`src/rtl/wsp_pkg.sv`:
```
package wsp_pkg;

    localparam int QUEUE_DEPTH_DEF = 2;

    localparam logic [31:0] ID_FMT  = 32'h20746D66;
    localparam logic [31:0] ID_DATA = 32'h61746164;
    localparam logic [31:0] RECIP3  = 32'hAAAAAAAB;

    // smallest byte count after the stereo halving that is rejected as too long, per sample width
    localparam logic [31:0] LIMIT_NARROW = 32'h0200_0000;
    localparam logic [31:0] LIMIT_WIDE   = 32'h0300_0000;

    localparam logic [1:0] KIND_REPORT = 2'd0;
    localparam logic [1:0] KIND_SAMPLE = 2'd1;
    localparam logic [1:0] KIND_ERROR  = 2'd2;

    localparam logic [2:0] ERR_NONE       = 3'd0;
    localparam logic [2:0] ERR_COMPRESSED = 3'd1;
    localparam logic [2:0] ERR_CHANNELS   = 3'd2;
    localparam logic [2:0] ERR_BITS       = 3'd3;
    localparam logic [2:0] ERR_MULTIPLE   = 3'd4;
    localparam logic [2:0] ERR_TOO_LONG   = 3'd5;
    localparam logic [2:0] ERR_TRUNCATED  = 3'd6;
    localparam logic [2:0] ERR_SHORT_FMT  = 3'd7;

    typedef enum logic [3:0] {
        PH_HEADER     = 4'd0,
        PH_CHUNK_ID   = 4'd1,
        PH_CHUNK_SIZE = 4'd2,
        PH_CHUNK_SKIP = 4'd3,
        PH_FMT_SIZE   = 4'd4,
        PH_FMT_TAG    = 4'd5,
        PH_FMT_CHAN   = 4'd6,
        PH_FMT_RATE   = 4'd7,
        PH_FMT_MISC   = 4'd8,
        PH_FMT_BITS   = 4'd9,
        PH_FMT_EXTRA  = 4'd10,
        PH_DATA_ID    = 4'd11,
        PH_DATA_SIZE  = 4'd12,
        PH_DATA_SKIP  = 4'd13,
        PH_SAMPLES    = 4'd14,
        PH_HALTED     = 4'd15
    } phase_t;

    // one classified event from the parser
    // report: word_a = rate, word_b = data bytes (halved for stereo)
    // sample: word_a = left or mono sample, word_b = right or mono sample
    typedef struct packed {
        logic [1:0]  kind;
        logic [2:0]  error_code;
        logic        last;
        logic        stereo;
        logic        wide;
        logic [31:0] word_a;
        logic [31:0] word_b;
    } wsp_event_t;

    // running remainder mod 3 of a little-endian number, one byte at a time
    function automatic logic [1:0] mod3_add(input logic [1:0] acc, input logic [7:0] b);
        logic [3:0] s;
        logic [2:0] f;
        logic [2:0] g;
        s = {2'b0, acc} + {2'b0, b[7:6]} + {2'b0, b[5:4]} + {2'b0, b[3:2]}
            + {2'b0, b[1:0]};
        f = {1'b0, s[3:2]} + {1'b0, s[1:0]};
        g = {2'b0, f[2]} + {1'b0, f[1:0]};
        return (g == 3'd3) ? 2'd0 : g[1:0];
    endfunction

    function automatic logic [7:0] mulaw_code(input logic [15:0] a);
        logic        neg;
        logic [15:0] mag;
        logic [15:0] biased;
        logic [14:0] clip;
        logic [2:0]  seg;
        logic [14:0] sh;
        neg = a[15];
        mag = neg ? (16'd0 - a) : a;
        biased = mag + 16'd128;
        clip = (biased > 16'h7FFF) ? 15'h7FFF : biased[14:0];
        seg = 3'd0;
        for (int i = 1; i < 8; i++) begin
            if (clip >= (15'h80 << i)) seg = 3'(i);
        end
        sh = clip >> ({1'b0, seg} + 4'd3);
        return {neg, seg, sh[3:0]};
    endfunction

endpackage

```
`src/rtl/wsp_parse.sv`:
```
module wsp_parse (
    input  logic                aclk,
    input  logic                aresetn,
    input  logic                byte_valid,
    output logic                byte_ready,
    input  logic [7:0]          file_byte,
    input  logic                end_of_file,
    output logic                ev_push,
    output wsp_pkg::wsp_event_t ev,
    input  logic                queue_full
);
    import wsp_pkg::*;

    phase_t      phase_reg, phase_next;
    logic [2:0]  pos_reg, pos_next;
    logic [31:0] gather_reg, gather_next;
    logic [31:0] skip_reg, skip_next;
    logic [15:0] tag_reg, tag_next;
    logic        stereo_reg, stereo_next;
    logic        wide_reg, wide_next;
    logic [31:0] rate_reg, rate_next;
    logic [15:0] left_reg, left_next;
    logic [1:0]  mod3_reg, mod3_next;

    logic        accept;
    logic        emit;
    logic        last4;
    logic [2:0]  pos_inc;
    logic [31:0] skip_shift;
    logic [31:0] skip_dec;
    logic [31:0] halved;
    logic [1:0]  mod3_sum;
    logic        mod_bad;
    logic        too_long;
    logic [2:0]  chan_bytes;
    logic        second;
    logic [2:0]  q;
    logic [15:0] s;
    logic [15:0] chans;
    logic [15:0] bits;

    assign byte_ready = !queue_full;
    assign accept     = byte_valid && byte_ready;
    assign ev_push    = accept && emit;

    assign last4      = (pos_reg == 3'd3);
    assign pos_inc    = pos_reg + 3'd1;
    assign skip_shift = {file_byte, skip_reg[31:8]};
    assign skip_dec   = skip_reg - 32'd1;
    assign halved     = stereo_reg ? {1'b0, skip_shift[31:1]} : skip_shift;
    assign mod3_sum   = mod3_add((pos_reg == 3'd0) ? 2'd0 : mod3_reg, file_byte);
    assign chan_bytes = wide_reg ? 3'd3 : 3'd2;
    assign second     = (pos_reg >= chan_bytes);
    assign q          = second ? (pos_reg - chan_bytes) : pos_reg;
    assign s          = {file_byte, gather_reg[7:0]};
    // taken on the second bits byte
    assign chans      = gather_reg[15:0];
    assign bits       = {file_byte, gather_reg[23:16]};

    // whole frames only; 16-bit mono even, 16-bit stereo multiple of 4, 24-bit multiple of 3, stereo 24-bit also even
    always_comb begin
        if (wide_reg) begin
            mod_bad = (stereo_reg && skip_shift[0]) || (mod3_sum != 2'd0);
        end else if (stereo_reg) begin
            mod_bad = (skip_shift[1:0] != 2'd0);
        end else begin
            mod_bad = skip_shift[0];
        end
        too_long = wide_reg ? (halved >= LIMIT_WIDE) : (halved >= LIMIT_NARROW);
    end

    always_comb begin
        phase_next  = phase_reg;
        pos_next    = pos_reg;
        gather_next = gather_reg;
        skip_next   = skip_reg;
        tag_next    = tag_reg;
        stereo_next = stereo_reg;
        wide_next   = wide_reg;
        rate_next   = rate_reg;
        left_next   = left_reg;
        mod3_next   = mod3_reg;
        emit        = 1'b0;
        ev          = '0;

        case (phase_reg)
            PH_HEADER: begin
                skip_next = skip_reg + 32'd1;
                if (skip_next >= 32'd12) begin
                    skip_next  = '0;
                    phase_next = PH_CHUNK_ID;
                end
            end
            PH_CHUNK_ID, PH_DATA_ID: begin
                gather_next = {file_byte, gather_reg[31:8]};
                pos_next    = pos_inc;
                if (last4) begin
                    pos_next = '0;
                    if (phase_reg == PH_CHUNK_ID) begin
                        phase_next = (gather_next == ID_FMT) ? PH_FMT_SIZE : PH_CHUNK_SIZE;
                    end else begin
                        phase_next = PH_DATA_SIZE;
                    end
                end
            end
            PH_CHUNK_SIZE: begin
                skip_next = skip_shift;
                pos_next  = pos_inc;
                if (last4) begin
                    pos_next   = '0;
                    phase_next = (skip_shift == '0) ? PH_CHUNK_ID : PH_CHUNK_SKIP;
                end
            end
            PH_CHUNK_SKIP, PH_FMT_EXTRA, PH_DATA_SKIP: begin
                skip_next = skip_dec;
                if (skip_dec == '0) begin
                    phase_next = (phase_reg == PH_CHUNK_SKIP) ? PH_CHUNK_ID : PH_DATA_ID;
                end
            end
            PH_FMT_SIZE: begin
                skip_next = skip_shift;
                pos_next  = pos_inc;
                if (last4) begin
                    pos_next   = '0;
                    phase_next = PH_FMT_TAG;
                end
            end
            PH_FMT_TAG: begin
                tag_next = {file_byte, tag_reg[15:8]};
                pos_next = pos_inc;
                if (pos_inc >= 3'd2) begin
                    pos_next   = '0;
                    phase_next = PH_FMT_CHAN;
                end
            end
            PH_FMT_CHAN: begin
                if (pos_reg == 3'd0) begin
                    gather_next = {24'd0, file_byte};
                end else begin
                    gather_next = gather_reg | {16'd0, file_byte, 8'd0};
                end
                pos_next = pos_inc;
                if (pos_inc >= 3'd2) begin
                    pos_next    = '0;
                    stereo_next = (gather_next == 32'd2);
                    phase_next  = PH_FMT_RATE;
                end
            end
            PH_FMT_RATE: begin
                rate_next = {file_byte, rate_reg[31:8]};
                pos_next  = pos_inc;
                if (last4) begin
                    pos_next   = '0;
                    phase_next = PH_FMT_MISC;
                end
            end
            PH_FMT_MISC: begin
                pos_next = pos_inc;
                if (pos_inc >= 3'd6) begin
                    pos_next   = '0;
                    phase_next = PH_FMT_BITS;
                end
            end
            PH_FMT_BITS: begin
                if (pos_reg == 3'd0) begin
                    gather_next = {8'd0, file_byte, gather_reg[15:0]};
                end else begin
                    gather_next = gather_reg | {file_byte, 24'd0};
                end
                pos_next = pos_inc;
                if (pos_inc >= 3'd2) begin
                    pos_next = '0;
                    emit     = 1'b1;
                    ev.kind  = KIND_ERROR;
                    if (tag_reg != 16'd1) begin
                        ev.error_code = ERR_COMPRESSED;
                    end else if (chans != 16'd1 && chans != 16'd2) begin
                        ev.error_code = ERR_CHANNELS;
                    end else if (bits != 16'd16 && bits != 16'd24) begin
                        ev.error_code = ERR_BITS;
                    end else if (skip_reg < 32'd16) begin
                        ev.error_code = ERR_SHORT_FMT;
                    end else begin
                        emit      = 1'b0;
                        ev        = '0;
                        wide_next = (bits == 16'd24);
                        skip_next = skip_reg - 32'd16;
                        phase_next = (skip_next == '0) ? PH_DATA_ID : PH_FMT_EXTRA;
                    end
                    if (emit) phase_next = PH_HALTED;
                end
            end
            PH_DATA_SIZE: begin
                skip_next = skip_shift;
                mod3_next = mod3_sum;
                pos_next  = pos_inc;
                if (last4) begin
                    pos_next = '0;
                    if (gather_reg != ID_DATA) begin
                        phase_next = (skip_shift == '0) ? PH_DATA_ID : PH_DATA_SKIP;
                    end else if (mod_bad) begin
                        emit          = 1'b1;
                        ev.kind       = KIND_ERROR;
                        ev.error_code = ERR_MULTIPLE;
                        phase_next    = PH_HALTED;
                    end else if (too_long) begin
                        emit          = 1'b1;
                        ev.kind       = KIND_ERROR;
                        ev.error_code = ERR_TOO_LONG;
                        phase_next    = PH_HALTED;
                    end else begin
                        // skip_reg now counts data bytes left
                        emit       = 1'b1;
                        ev.kind    = KIND_REPORT;
                        ev.stereo  = stereo_reg;
                        ev.wide    = wide_reg;
                        ev.word_a  = rate_reg;
                        ev.word_b  = halved;
                        phase_next = (skip_shift == '0) ? PH_HALTED : PH_SAMPLES;
                    end
                end
            end
            PH_SAMPLES: begin
                pos_next  = pos_inc;
                skip_next = skip_dec;
                if (q + 3'd2 == chan_bytes) begin
                    gather_next = {24'd0, file_byte};
                end else if (q + 3'd1 == chan_bytes) begin
                    if (stereo_reg && !second) begin
                        left_next = s;
                    end else begin
                        pos_next  = '0;
                        emit      = 1'b1;
                        ev.kind   = KIND_SAMPLE;
                        ev.stereo = stereo_reg;
                        ev.last   = (skip_reg == 32'd1);
                        ev.word_a = {16'd0, stereo_reg ? left_reg : s};
                        ev.word_b = {16'd0, s};
                        if (skip_reg == 32'd1) phase_next = PH_HALTED;
                    end
                end
            end
            PH_HALTED: begin
            end
            default: begin
            end
        endcase

        // end of file: unless parsing has halted, this is a truncation error, then restart
        if (end_of_file) begin
            if (phase_next != PH_HALTED) begin
                emit          = 1'b1;
                ev            = '0;
                ev.kind       = KIND_ERROR;
                ev.error_code = ERR_TRUNCATED;
            end
            phase_next  = PH_HEADER;
            pos_next    = '0;
            gather_next = '0;
            skip_next   = '0;
            tag_next    = '0;
            stereo_next = 1'b0;
            wide_next   = 1'b0;
            rate_next   = '0;
            left_next   = '0;
            mod3_next   = '0;
        end
    end

    always_ff @(posedge aclk) begin
        if (!aresetn) begin
            phase_reg  <= PH_HEADER;
            pos_reg    <= '0;
            gather_reg <= '0;
            skip_reg   <= '0;
            tag_reg    <= '0;
            stereo_reg <= 1'b0;
            wide_reg   <= 1'b0;
            rate_reg   <= '0;
            left_reg   <= '0;
            mod3_reg   <= '0;
        end else if (accept) begin
            phase_reg  <= phase_next;
            pos_reg    <= pos_next;
            gather_reg <= gather_next;
            skip_reg   <= skip_next;
            tag_reg    <= tag_next;
            stereo_reg <= stereo_next;
            wide_reg   <= wide_next;
            rate_reg   <= rate_next;
            left_reg   <= left_next;
            mod3_reg   <= mod3_next;
        end
    end

endmodule

```
`src/rtl/wsp_queue.sv`:
```
module wsp_queue #(
    parameter int DEPTH = 2
) (
    input  logic                aclk,
    input  logic                aresetn,
    input  logic                push,
    input  wsp_pkg::wsp_event_t push_data,
    output logic                full,
    input  logic                pop,
    output logic                not_empty,
    output wsp_pkg::wsp_event_t head
);
    import wsp_pkg::*;

    localparam int PTR_W = (DEPTH > 1) ? $clog2(DEPTH) : 1;
    localparam int CNT_W = $clog2(DEPTH + 1);
    localparam logic [PTR_W-1:0] PTR_LAST = PTR_W'(DEPTH - 1);
    localparam logic [CNT_W-1:0] CNT_FULL = CNT_W'(DEPTH);

    wsp_event_t       slot_reg [DEPTH];
    logic [PTR_W-1:0] wr_ptr_reg, wr_ptr_next;
    logic [PTR_W-1:0] rd_ptr_reg, rd_ptr_next;
    logic [CNT_W-1:0] count_reg, count_next;
    logic             do_push;
    logic             do_pop;

    assign full      = (count_reg == CNT_FULL);
    assign not_empty = (count_reg != '0);
    assign head      = slot_reg[rd_ptr_reg];
    assign do_push   = push && !full;
    assign do_pop    = pop && not_empty;

    always_comb begin
        wr_ptr_next = wr_ptr_reg;
        rd_ptr_next = rd_ptr_reg;
        count_next  = count_reg;
        if (do_push) wr_ptr_next = (wr_ptr_reg == PTR_LAST) ? '0 : wr_ptr_reg + 1'b1;
        if (do_pop)  rd_ptr_next = (rd_ptr_reg == PTR_LAST) ? '0 : rd_ptr_reg + 1'b1;
        if (do_push && !do_pop) count_next = count_reg + 1'b1;
        if (do_pop && !do_push) count_next = count_reg - 1'b1;
    end

    always_ff @(posedge aclk) begin
        if (!aresetn) begin
            wr_ptr_reg <= '0;
            rd_ptr_reg <= '0;
            count_reg  <= '0;
        end else begin
            wr_ptr_reg <= wr_ptr_next;
            rd_ptr_reg <= rd_ptr_next;
            count_reg  <= count_next;
        end
    end

    always_ff @(posedge aclk) begin
        if (do_push) slot_reg[wr_ptr_reg] <= push_data;
    end

endmodule

```
`src/rtl/wsp_encode.sv`:
```
module wsp_encode (
    input  logic                aclk,
    input  logic                aresetn,
    input  logic                cfg_we,
    input  logic                cfg_wdata,
    input  logic                ev_valid,
    output logic                ev_ready,
    input  wsp_pkg::wsp_event_t ev,
    output logic                m_valid,
    input  logic                m_ready,
    output logic [1:0]          m_kind,
    output logic signed [15:0]  m_sample_value,
    output logic [7:0]          m_ulaw_code,
    output logic                m_last_sample,
    output logic [1:0]          m_channel_count,
    output logic [4:0]          m_sample_bits,
    output logic [31:0]         m_sample_rate,
    output logic [23:0]         m_frame_count,
    output logic [2:0]          m_error_code
);
    import wsp_pkg::*;

    logic        mode_reg;
    logic        advance;

    logic        s1_valid_reg;
    logic [1:0]  s1_kind_reg;
    logic [2:0]  s1_code_reg;
    logic        s1_last_reg;
    logic        s1_stereo_reg;
    logic        s1_wide_reg;
    logic [31:0] s1_rate_reg;
    logic [15:0] s1_audio_reg;
    logic [23:0] s1_frames_reg;

    logic        out_valid_reg;
    logic [1:0]  out_kind_reg;
    logic [15:0] out_sample_reg;
    logic [7:0]  out_ulaw_reg;
    logic        out_last_reg;
    logic [1:0]  out_chan_reg;
    logic [4:0]  out_bits_reg;
    logic [31:0] out_rate_reg;
    logic [23:0] out_frames_reg;
    logic [2:0]  out_code_reg;

    logic [16:0] pair_sum;
    logic [16:0] pair_adj;
    logic [15:0] audio;
    logic [63:0] prod;
    logic [23:0] frames;
    logic        is_sample;
    logic        is_report;

    assign advance  = !out_valid_reg || m_ready;
    assign ev_ready = advance;

    // stereo mean, truncated toward zero
    assign pair_sum = {ev.word_a[15], ev.word_a[15:0]} + {ev.word_b[15], ev.word_b[15:0]};
    assign pair_adj = pair_sum + {16'd0, pair_sum[16]};
    assign audio    = ev.stereo ? pair_adj[16:1] : ev.word_a[15:0];

    // 24-bit: divide by 3 through the reciprocal, else halve
    assign prod   = 64'(ev.word_b) * 64'(RECIP3);
    assign frames = ev.wide ? prod[56:33] : ev.word_b[24:1];

    assign is_sample = (s1_kind_reg == KIND_SAMPLE);
    assign is_report = (s1_kind_reg == KIND_REPORT);

    always_ff @(posedge aclk) begin
        if (!aresetn) begin
            mode_reg      <= 1'b1;
            s1_valid_reg  <= 1'b0;
            out_valid_reg <= 1'b0;
        end else begin
            if (cfg_we) mode_reg <= cfg_wdata;
            if (advance) begin
                s1_valid_reg  <= ev_valid;
                out_valid_reg <= s1_valid_reg;
            end
        end
    end

    always_ff @(posedge aclk) begin
        if (advance) begin
            s1_kind_reg   <= ev.kind;
            s1_code_reg   <= ev.error_code;
            s1_last_reg   <= ev.last;
            s1_stereo_reg <= ev.stereo;
            s1_wide_reg   <= ev.wide;
            s1_rate_reg   <= ev.word_a;
            s1_audio_reg  <= audio;
            s1_frames_reg <= frames;

            out_kind_reg   <= s1_kind_reg;
            out_code_reg   <= s1_code_reg;
            out_last_reg   <= s1_last_reg;
            out_sample_reg <= (is_sample && mode_reg) ? s1_audio_reg : 16'd0;
            out_ulaw_reg   <= (is_sample && !mode_reg) ? mulaw_code(s1_audio_reg) : 8'd0;
            out_chan_reg   <= is_report ? (s1_stereo_reg ? 2'd2 : 2'd1) : 2'd0;
            out_bits_reg   <= is_report ? (s1_wide_reg ? 5'd24 : 5'd16) : 5'd0;
            out_rate_reg   <= is_report ? s1_rate_reg : 32'd0;
            out_frames_reg <= is_report ? s1_frames_reg : 24'd0;
        end
    end

    assign m_valid         = out_valid_reg;
    assign m_kind          = out_kind_reg;
    assign m_sample_value  = out_sample_reg;
    assign m_ulaw_code     = out_ulaw_reg;
    assign m_last_sample   = out_last_reg;
    assign m_channel_count = out_chan_reg;
    assign m_sample_bits   = out_bits_reg;
    assign m_sample_rate   = out_rate_reg;
    assign m_frame_count   = out_frames_reg;
    assign m_error_code    = out_code_reg;

endmodule

```
`src/rtl/wav_stream_to_pcm_or_ulaw.sv`:
```
// channel   direction  handshake          payload
// s_        in         s_valid / s_ready  s_file_byte, s_end_of_file
// m_        out        m_valid / m_ready  kind, sample, mu-law, format report, error code
// cfg_      in         cfg_we             cfg_wdata (output mode, 1 = pcm)
//
// one byte per cycle while s_ready is high; each event passes through the event queue and then
// the two back stages (stereo mean and frame divide, then mu-law and output register)
// a 2-entry event queue sits between parser and back stages; with m_ready low the
// back stages hold and s_ready drops once the queue is full
// synchronous active-low reset clears parser, queue and pipeline; output mode resets to pcm
module wav_stream_to_pcm_or_ulaw #(
    parameter int QUEUE_DEPTH = wsp_pkg::QUEUE_DEPTH_DEF
) (
    input  logic               aclk,
    input  logic               aresetn,
    input  logic               cfg_we,
    input  logic               cfg_wdata,
    input  logic               s_valid,
    output logic               s_ready,
    input  logic [7:0]         s_file_byte,
    input  logic               s_end_of_file,
    output logic               m_valid,
    input  logic               m_ready,
    output logic [1:0]         m_kind,
    output logic signed [15:0] m_sample_value,
    output logic [7:0]         m_ulaw_code,
    output logic               m_last_sample,
    output logic [1:0]         m_channel_count,
    output logic [4:0]         m_sample_bits,
    output logic [31:0]        m_sample_rate,
    output logic [23:0]        m_frame_count,
    output logic [2:0]         m_error_code
);
    import wsp_pkg::*;

    wsp_event_t push_ev;
    wsp_event_t head_ev;
    logic       push;
    logic       full;
    logic       not_empty;
    logic       pop;

    wsp_parse u_parse (
        .aclk        (aclk),
        .aresetn     (aresetn),
        .byte_valid  (s_valid),
        .byte_ready  (s_ready),
        .file_byte   (s_file_byte),
        .end_of_file (s_end_of_file),
        .ev_push     (push),
        .ev          (push_ev),
        .queue_full  (full)
    );

    wsp_queue #(
        .DEPTH (QUEUE_DEPTH)
    ) u_queue (
        .aclk      (aclk),
        .aresetn   (aresetn),
        .push      (push),
        .push_data (push_ev),
        .full      (full),
        .pop       (pop),
        .not_empty (not_empty),
        .head      (head_ev)
    );

    wsp_encode u_encode (
        .aclk            (aclk),
        .aresetn         (aresetn),
        .cfg_we          (cfg_we),
        .cfg_wdata       (cfg_wdata),
        .ev_valid        (not_empty),
        .ev_ready        (pop),
        .ev              (head_ev),
        .m_valid         (m_valid),
        .m_ready         (m_ready),
        .m_kind          (m_kind),
        .m_sample_value  (m_sample_value),
        .m_ulaw_code     (m_ulaw_code),
        .m_last_sample   (m_last_sample),
        .m_channel_count (m_channel_count),
        .m_sample_bits   (m_sample_bits),
        .m_sample_rate   (m_sample_rate),
        .m_frame_count   (m_frame_count),
        .m_error_code    (m_error_code)
    );

endmodule
```
`config.mk`:
```
export PLATFORM = sky130hd
export DESIGN_NAME = wav_stream_to_pcm_or_ulaw
export DESIGN_NICKNAME = d
export VERILOG_FILES = /design/src/rtl/wsp_pkg.sv /design/src/rtl/wsp_parse.sv /design/src/rtl/wsp_queue.sv /design/src/rtl/wsp_encode.sv /design/src/rtl/wav_stream_to_pcm_or_ulaw.sv
export SDC_FILE = /design/constraint.sdc
export NUM_CORES = 2
export LEC_CHECK = 0
export ABC_AREA = 1
export BUFFER_PORTS_ARGS = -buffer_cell sky130_fd_sc_hd__buf_2
export CORE_MARGIN = 4
export CORE_UTILIZATION = 40
export CTS_CLUSTER_DIAMETER = 40
export DETAILED_ROUTE_END_ITERATION = 10
export PLACE_DENSITY_LB_ADDON = 0.2
export SLEW_MARGIN = 20
export SYNTH_ARGS = -nofsm -noshare
export SYNTH_HDL_FRONTEND = slang
export SYNTH_SLANG_ARGS = --single-unit
```
`constraint.sdc`:
```
create_clock -name aclk -period 9.25 [get_ports aclk]
set_input_delay 0.925 -clock aclk [delete_from_list [all_inputs] [get_ports aclk]]
set_output_delay 0.925 -clock aclk [all_outputs]
set_load 0.05 [all_outputs]
```
[Yosys cells after proc, flatten, opt, wreduce, memory -nomap -nowiden]
Memory sizes are Yosys's and may differ from the RTL's. A register that Yosys moved wholly into a read port is not among the register bits.
Cells that the tools add are included.
Word-level totals
  input port bits: 15
  memory bits (read-only): 0
  memories kept: 1
  bits in latches: 0
  bits in writable memories: 144
  flip-flop bits (word level): 319
  output and inout bits: 95
Memories
  u_queue.slot_reg: depth 2, bits a word 72, read ports 1, clocked after memory_dff 1, wr ports 1, line wsp_queue.sv:20  | wsp_event_t slot_reg [DEPTH];
Operators by class
  $lt $le $gt $ge: 15
  equal/unequal tests: 43
  shift operators: 1
  reductions and logical operators: 58
  divide/modulo/power cells: 0
  muxes and demuxes: 156
  $mul: 1
  bitwise gates (word level): 2
  add/sub/neg operators: 22
Operators by type and width (count)
  32-bit 2-to-1 mux: 15
  66-bit 2-to-1 mux: 4
  32-bit case mux with 4 select lines: 2
  72-bit 2-to-1 mux: 3
  64-bit case mux with 3 select lines: 1
  16-bit 2-to-1 mux: 10
  64-bit 2-to-1 mux: 2
  4-bit 2-to-1 mux: 27
  32-bit zero test: 3
  32-bit by 26-bit greater-or-equal comparator with 1-bit output, second input constant: 2
  3-bit 2-to-1 mux: 20
  32-bit by 32-bit multiplier with 57-bit output, second input constant: 1
  48-bit 2-to-1 mux: 1
  4-bit case mux with 12 select lines: 1
  2-bit 2-to-1 mux: 20
  1-bit 2-to-1 mux: 38
  32-bit by 1-bit adder with 32-bit output, second input constant: 1
  32-bit by 1-bit equality test with 1-bit output, second input constant: 1
  32-bit by 2-bit equality test with 1-bit output, second input constant: 1
  32-bit by 30-bit equality test with 1-bit output, second input constant: 1
  32-bit by 4-bit greater-or-equal comparator with 1-bit output, second input constant: 1
  32-bit by 5-bit less-than comparator with 1-bit output, second input constant: 1
  16-bit by 1-bit != test with 1-bit output, second input constant: 2
  16-bit by 5-bit != test with 1-bit output, second input constant: 2
  70 further kinds: 138

[Logic depth before layout (Yosys ltp)]
  depth in word-level cells: 25
  depth in mapped cells: 36
  depth with buffers taken out: 34

[By module]
From an unflattened synthesis, not the netlist that was laid out.
Unflattened totals
  cells, all modules: 4811
  area, all modules: 42179.2 µm²
Modules (own cells, without submodules)
  wsp_encode: area an instance 23810.3 µm², seq. area each 5165.0 µm², cells each 2496, instances 1
  wsp_parse: area an instance 12577.1 µm², seq. area each 2782.7 µm², cells each 2053, instances 1
  wsp_queue: area an instance 5791.8 µm², seq. area each 4424.2 µm², cells each 262, instances 1

[Worst setup path before layout]
Ideal clock, no wire load.
  path type: register to register
  start point: reg with a tool-made name
  end point: reg u_encode.s1_frames_reg[23] (data pin)
  path buffers: 3
  setup time: 0.270 ns
  period minus slack after synthesis: 8.216 ns
  slack: 1.034 ns
  required time: 8.980 ns
  arrival time: 7.945 ns
  stages on the path, launching flop included: 35
  cell sequence: dfxtp_1 clkbuf_1 buf_1 clkbuf_1 nand2_1 o21ai_0 inv_1 ha_1 inv_1 fa_1 inv_1 fa_1 inv_1 fa_1 inv_1 fa_1 inv_1 fa_1 inv_1 fa_1 fa_1 ha_1 nand2_1 nor2_1 inv_1 nor2_1 inv_1 nor4_1 nand3_1 and3_1 o21bai_1 a21boi_0 o21ai_0 xor2_1 o21ai_0
RTL lines
  end signal, assigned: line wsp_encode.sv:93  | s1_frames_reg <= frames;
  end, declared: line wsp_encode.sv:34  | logic [23:0] s1_frames_reg;

==> results.md <==
- Outcome: complete, no violations
- Number of flip-flops in the largest register: 144
- TritonCTS buffer count: 82
- IO buf count: around 110
- Starting Density: 0.405
- Longest Clk Path Bufs: 3
- Routed len/inst: roughly 21 um
- Largest net degree at the start of global routing: 103
- ANT nets after route: 0
- Crit-path most repeated cell: fa_1
- I/O pins: 110
- CP cell instances: o21ai_0 -> inv_1 -> ha_1 -> inv_1 -> fa_1 -> inv_1 -> fa_1 -> fa_1 -> fa_1 -> fa_1 -> fa_1 -> ha_1 -> ha_1 -> a21oi_1 -> inv_1 -> a31oi_1 -> o21ai_0 -> nand3_1 -> o211ai_1 -> a21oi_1 -> xor2_1 -> o21ai_1 -> buf_4
- Via/cell ratio: 5.19
- Final hold viol count: 0
- Placed cells: between 6000 and 7000
- Initial antenna violation count: 4
- Max capacitance violation total: 0
- CP Launch Type: register
- Crit path buf inv count: 5
- Finished Layout Cells: 6188
- RSZ-0062 raised after global routing: false
- Final setup fails: 0
- Asr flop ratio synth: 0
- Final Cycle Share: 0.943
- Area of the multi-input gates: 0.0240 mm2
- Hold_buf cts: 0
- Reg area: approximately 0.012 mm2
- Synth top area share: 0.232
- Synthesized cell area: 0.0407 mm2
- Via Count: 32100
- # clock sinks: 461
- First-pass GRT wire length: around 200 mm
- Die X-Extent: about 330 um
- Crit-path leading delay family: adder cells
- Cell Rows: 116
- Ys Warns: 0
- Overall routing resource usage: 0.246
- Final WL: 132 mm
- Post-DP HPWL: 105 mm
- Total die area: ~0.11 mm2
- Worst setup margin: 523 ps
- TritonRoute pass-1 iters: 6
- Synth-to-layout area growth: 12.3%
- Clk root buf: clkbuf_16
- CP Max Fanout: 22
- Worst endpoint required time: 9650 ps
- Post-synth EDFFs: 314
- DP Worst Slack: 62.6 ps
- Hold crit path type: register to register
- Core ar.: 0.100 mm2
- Critical path class: register to register
- Synth Flop Type: edfxtp_1
- Post-synth top area cell: edfxtp_1
- Worst endpoint data arrival time: 9120 ps
- Min cycle time layout: approximately 8700 ps
- Final Net Count: about 5500
- Sequential-to-total area share from yosys stat: 0.304
- Achievable frequency: 115 MHz
- Crit. End Element: register
- Number of global-route vias before repair: 32200
- Clock Pin Slew Worst Setup and Hold Paths: about 50 ps
- # fillers: 9920
- Total global routing overflow: 0
- Setup Skew: 42.3 ps
- H-tree levels: 3
- Synth unique cells: 67
- Crit-path max cell delay: 770 ps
- Final slew viol count: 0
- GP Congestion: approximately 1.0
- Layout cells sized above 1: 0.0948
- Total Negative Setup Slacks: 0 ps
- Post-Synthesis Cells: approximately 4600
- Synth Register Bits: 461
- Synth area leaders: edfxtp_1, fa_1, ha_1, inv_1, dfxtp_1
- Slowest cell on the critical path: o21ai_0
- CTS tree: done
- Synthesized area per cell: 8.76 um2
- Max_slew headroom: 0.287
- # DRC: 0
- Clk_lat worst skew: 680 ps
- Worst-margin pin slew: between 1000 and 1500 ps
- Detailed Route Iter0 Violations: around 2800
- Chip Height: 327 um
[layout make-up]
class                      count  area share
inverter                     985      0.0812
multi-input combinational   3067       0.526
tap                         1357      0.0372
timing repair buffer         163      0.0212
antenna                        1   0.0000548
clock inverter                63      0.0167
sequential                   461       0.271
clock buffer                  91      0.0463
[layer usage]
metal  part of all wire  global-route usage
met1               0.45               0.341
met2               0.44               0.379
met3              0.077              0.0570
met4              0.039              0.0841
met5           0.000099                   0
[worst reg2reg max path, cell delays in order, from the launching register on]
cell,delay (ps)
dfxtp_4,420
o21ai_0,770
inv_1,410
ha_1,500
inv_1,80
fa_1,500
inv_1,110
fa_1,720
fa_1,490
fa_1,520
fa_1,520
fa_1,680
ha_1,280
ha_1,420
a21oi_1,180
inv_1,80
a31oi_1,260
o21ai_0,190
nand3_1,110
o211ai_1,90
a21oi_1,250
xor2_1,390
o21ai_1,280
buf_4,230
[worst paths after layout]
check / startpoint / end / slack, ps / depth (start not counted)
min: u_encode.s1_code_reg[0] / u_encode.m_error_code[0] / 420 / 0
max: register / u_encode.s1_frames_reg[20] / 520 / 23
max reg2reg: register / u_encode.s1_frames_reg[20] / 520 / 23
min reg2reg: u_encode.s1_code_reg[0] / u_encode.m_error_code[0] / 420 / 0
[per-stage QoR]
step           utilization  hold slack (ps)  instance area [um2]
2_1_floorplan            -              400                40700
6_report             0.455              422                45700
4_1_cts              0.454              413                45600
3_3_place_gp         0.426              410                42700
3_5_place_dp         0.426              406                42700
5_1_grt              0.455              435                45700
[logic make-up after synthesis]
family | synth area share
buf+inv | 0.107
fa+ha+maj | 0.296
other cells | 0.0000922
simple gates | 0.157
mux | 0.0111
xor+xnor | 0.0263
flops | 0.304
compound gates | 0.0983
[synth_stat cells (28+ instances only)]
cell type  number
edfxtp_1      314
inv_1         959
a21oi_1       292
nand2_1       680
o221ai_1       37
xor2_1         97
nor2_1        393
nor4_1         28
nor2_2         33
nand4_1        68
nor3_1         53
nand3_1       157
dfxtp_1       147
o21ai_0       210
fa_1          393
mux2_2         40
ha_1          333
clkbuf_1       94
[repair_timing]
action | 4_1_cts | 5_1_grt
setup buffers | 0 | 1
gates resized for setup | 1 | 7
setup endpoints to repair | 1 | 4
[placed cells by master, fill, tap and decap left out, types with 8 or more instances in the layout]
master,n
ha_1,333
nand4_1,68
o21ai_1,14
nor3_1,53
nor4_1,28
clkinv_1,17
a31oi_1,22
o211ai_1,25
o21a_1,8
nor2_2,36
clkinvlp_4,16
dfxtp_1,145
buf_4,56
inv_6,8
nand2_2,13
a211oi_1,13
o221ai_1,37
xor2_1,97
inv_2,16
a21oi_1,292
inv_1,957
o21ai_0,201
edfxtp_1,314
conb_1,15
clkbuf_16,82
mux2_2,40
buf_2,106
o22ai_1,19
nor2_1,388
nand2_1,680
xnor2_1,25
or2_2,11
nor2_4,8
nand3_1,157
fa_1,393
o2111ai_1,8
a21o_1,12
Power is left out: the tool's default activity adds up to more than one toggle a clock period on the data nets, which glitch-free logic cannot reach.
